[config.mk]
export PLATFORM = sky130hd
export DESIGN_NAME = gdps_ram
export DESIGN_NICKNAME = d
export VERILOG_FILES = /design/src/hdl/gdps_ram.sv
export SDC_FILE = /design/constraint.sdc
export NUM_CORES = 1
export LEC_CHECK = 0
export BUFFER_PORTS_ARGS = -buffer_cell sky130_fd_sc_hd__buf_2
export CORE_ASPECT_RATIO = 1.5
export CORE_MARGIN = 2
export CORE_UTILIZATION = 25
export CTS_CLUSTER_DIAMETER = 80
export CTS_CLUSTER_SIZE = 40
export DETAILED_ROUTE_END_ITERATION = 16
export PLACE_DENSITY = 0.38
export SYNTH_ARGS = -nofsm -noshare
export SYNTH_HDL_FRONTEND = slang
export SYNTH_SLANG_ARGS = --single-unit
[constraint.sdc]
create_clock -name clk -period 6.15 [get_ports clk]
set_input_delay 0.615 -clock clk [delete_from_list [all_inputs] [get_ports clk]]
set_output_delay 0.615 -clock clk [all_outputs]
set_load 0.05 [all_outputs]
[src/hdl/gdps_ram.sv]
// ----------------------------------------------------------------------------
// gdps_ram
// single write port, single registered read port memory
// ----------------------------------------------------------------------------
module gdps_ram #(
	parameter int WIDTH  = 1,
	parameter int ADDR_W = 10
) (
	input  logic              clk,
	input  logic              we,
	input  logic [ADDR_W-1:0] waddr,
	input  logic [WIDTH-1:0]  wdata,
	input  logic [ADDR_W-1:0] raddr,
	output logic [WIDTH-1:0]  rdata
);

	logic [WIDTH-1:0] mem_q [2**ADDR_W];

	// write port
	always_ff @(posedge clk) begin
		if (we) begin
			mem_q[waddr] <= wdata;
		end
	end

	// registered read port
	always_ff @(posedge clk) begin
		rdata <= mem_q[raddr];
	end

endmodule

==> key figures <==
Critical path
  – CP Max Fanout: 67
  – Crit-path leading delay family: simple AND/OR/NAND/NOR gates
  – Worst setup EP type: register
  – WP buf/inv: 2
  – Slowest-stage cell, CP: a311oi_1
  – Worst R2R Path Depth: 7
  – Max stage delay on crit path: around 0.75 ns
  – Crit path DAT: about 4.6 ns
  – Startpoint types: input pin
  – CP cell instances: buf_8 -> nand2_2 -> buf_4 -> o221ai_1 -> a21oi_1 -> nor4_1 -> nor3_1 -> a311oi_1 -> o311ai_1 -> o2111ai_1
  – CP Depth: 10
  – Setup CP Type: in -> reg
  – Req. time, crit path: ~6.8 ns

Timing
  – Tcrit/Tclk final: 0.653
  – Setup Skew: approximately 0.021 ns
  – Slew @ Worst Pin: 1.24 ns
  – Highest clock rate: about 250 MHz
  – Post-route setup slack: 2.13 ns
  – Final setup violation count: 0
  – Unrepaired setup endpoints after global routing: no
  – Crit path time final: between 4 and 5 ns
  – Slew Viols, Final: 0
  – Final setup TNS: 0 ns
  – Hold Fails Final Rpt: 0
  – Worst relative slew slack: 0.172

Clock network
  – CTS sink count: about 1000
  – CTS tree: yes
  – Clk slew on worst S/H paths: 0.14 ns
  – CTS H-tree lvls: 2
  – Worst-skew pair later-pin latency: approximately 0.66 ns
  – Post-CTS Setup Inserts: 0
  – Post-CTS Hold Buffers: 0
  – CTS resizes: 0
  – Maximum clock path buffer count: 3
  – Cts bufs inserted: 37
  – Clock Tree Root: clkbuf_16

Detailed routing
  – Post-Route WL: 150000 um
  – Residual DRC: 0
  – Detailed Route Iter0 Violations: ~2300
  – Remaining antenna violation count: 0
  – Pre-Repair DR Iteration Count: 5
  – Routed WL per cell: 28.5 um
  – Vias per cell: just under 5
  – Via Count: 25565

Logic synthesis
  – Post-synth cell types: 56
  – Sequential share of the synthesized area: 0.689
  – Top-count cell post-synth: nor2_1
  – Syn avg cell area: 14.3 um^2
  – Synth warn: 0
  – Synth top area share: 0.689
  – Gate Count Post-Synth: just over 3000
  – Synthesized area: roughly 0.045 mm^2
  – Ranking of synthesized cells by area: edfxtp_1 (69%), mux4_2 (10%), nor2_1 (8.7%)
  – Post-synth EDFFs: 1024
  – Post-synth ARST share: 0
  – Syn Nets: about 3100
  – Yosys reg bits: 1025
  – Commonest cells post-synth: nor2_1 (1036), edfxtp_1 (1024), mux4_2 (200)
  – Synth area leader: edfxtp_1
  – Top_reg_cell synth: edfxtp_1

Global routing
  – Met3 usage: 0.0150
  – Met1 Track Usage GR: 0.195
  – Vias in the first global route: ~26000
  – Met2 Usage GRT: 0.308
  – Largest net degree at the start of global routing: 218
  – GRT Util Overall: 0.164
  – Initial antenna violation count: 9
  – Layer with the highest usage: met2
  – First-pass GRT wire length: about 210000 um
  – GR Overflow Total: 0

Final layout
  – Nets: 2977
  – Final core occ: 0.272
  – Footprint of the multi-input gates: roughly 0.013 mm^2
  – Layout cells sized above 1: 0.140
  – Final std cells w/o fill: 5289
  – Post-route cell area: between 0.04 and 0.05 mm^2
  – Register area: about 0.031 mm^2
  – Fillers: 18101
  – Area delta synth->final: 8.59%

Run
  – Max-Cap Viols: 0

Floorplan
  – Initial Util: 0.251
  – # IOs: 24
  – Core area: approximately 0.18 mm^2
  – Chip height: roughly 520 um
  – Die area: ~0.18 mm^2
  – Site Rows: 190
  – Die X: approximately 350 um

Pwr
  – Worst VDD drop: between 0.00015 and 0.0002 V
  – Int Pwr: between 9 and 10 mW
  – Sequential share of power: 0.633
  – Static leakage: approximately 14 nW
  – Switching power: approximately 3.0 mW
  – PwrDens: around 250 mW/mm^2
  – Comb power frac: 0.067
  – Switching Share: 0.243
  – Clock share of power: 0.300

Placement
  – Placed cell areas: roughly 0.047 mm^2
  – Placer congestion estimate: 0.737
  – Dpl cells: about 5200
  – Worst slack, placed: 1.44 ns
  – Number of port buffers: 23
  – HPWL after detailed placement: approximately 82000 um

Worst hold path
  – Worst Hold Class: in -> reg
  – WHS Path Cells: 2

Status
  – Outcome: finished clean
[sequential cells by signal, indices dropped and copies added, names as in the netlist]
signal / cells
mem_q: 1024
rdata: 1
[worst reg2reg max path: stages (launching register included)]
cell and delay (ns):
edfxtp_1 0.37, mux4_2 0.27, a21oi_1 0.08, nor4_1 0.80, nor3_1 0.14, a311oi_1 0.75, o311ai_1 0.25, o2111ai_1 0.16
[per-layer routing]
layer | wire, um | vias up
met5 | 63 | -
met4 | 4790 | 10
met3 | 4230 | 148
met2 | 81700 | 464
met1 | 59700 | 13845
li1 | - | 11098
[cells in the final DEF (no fill, tap or decap), types with 4 or more instances in the layout]
| cell | instances |
|---|---|
| nor2_1 | 1035 |
| edfxtp_1 | 1024 |
| mux4_2 | 200 |
| mux2i_1 | 123 |
| nand2_1 | 80 |
| buf_4 | 71 |
| o221ai_1 | 49 |
| clkbuf_16 | 39 |
| a21oi_1 | 37 |
| nor3_1 | 36 |
| o22ai_1 | 28 |
| buf_2 | 20 |
| nand3_2 | 17 |
| a22oi_1 | 17 |
| mux4_1 | 14 |
| nand3_1 | 13 |
| buf_12 | 12 |
| o21ai_0 | 11 |
| nand4_1 | 10 |
| nor2b_1 | 9 |
| inv_6 | 8 |
| nor3b_1 | 7 |
| nand3_4 | 7 |
| nand2b_1 | 7 |
| and2_1 | 6 |
| nand2_2 | 6 |
| a2111oi_0 | 6 |
| nor4_1 | 5 |
| clkinv_8 | 5 |
| and3_1 | 4 |
| a31oi_1 | 4 |
| a211oi_1 | 4 |
| a22o_1 | 4 |
| clkinvlp_4 | 4 |
| clkinv_4 | 4 |
[power groups by stage]
stage,logic [mW],registers (mW),clock network [mW]
final,0.813,7.68,3.65
after global routing,0.868,7.68,3.94
after CTS,0.838,7.68,3.79
after detailed placement,0.837,7.84,0
after global placement,0.837,7.84,0
after floorplan,0.445,7.84,0
[layout make-up]
class	count	area share
Inverter	6	0.000464
Clock inverter	26	0.00593
Sequential cell	1025	0.635
Clock buffer	41	0.0203
Multi-Input combinational cell	1778	0.260
Antenna cell	3	0.000155
Timing Repair Buffer	106	0.0189
Tap cell	2304	0.0594
[worst paths after layout]
kind	start	to	slack, ns
max	raddr[1]	rdata	2.13
min	raddr[6]	rdata	0.36
min reg2reg	mem_q[195]	rdata	1.09
max reg2reg	mem_q[8]	rdata	3.26
[logic make-up (layout without fill, tap and decap cells)]
logic type             Yosys count  in the layout  synth area share
AOI/OAI and AO/OA              178            178            0.0283
buffers and inverters          309            179            0.0330
DFF                           1025           1025             0.689
muxes                          340            340             0.137
other                            0              3                 0
and+or+nand+nor               1260           1260             0.112
[per-stage QoR]
step / power [mW] / hold WS, ns
final: 12.1 / 0.358
after detailed placement: 8.68 / 1.03
after floorplan: 8.29 / 0.714
after global routing: 12.5 / 0.349
after global placement: 8.68 / 1.04
after CTS: 12.3 / 0.298
Note: power is estimated with default switching activity, not from simulation.
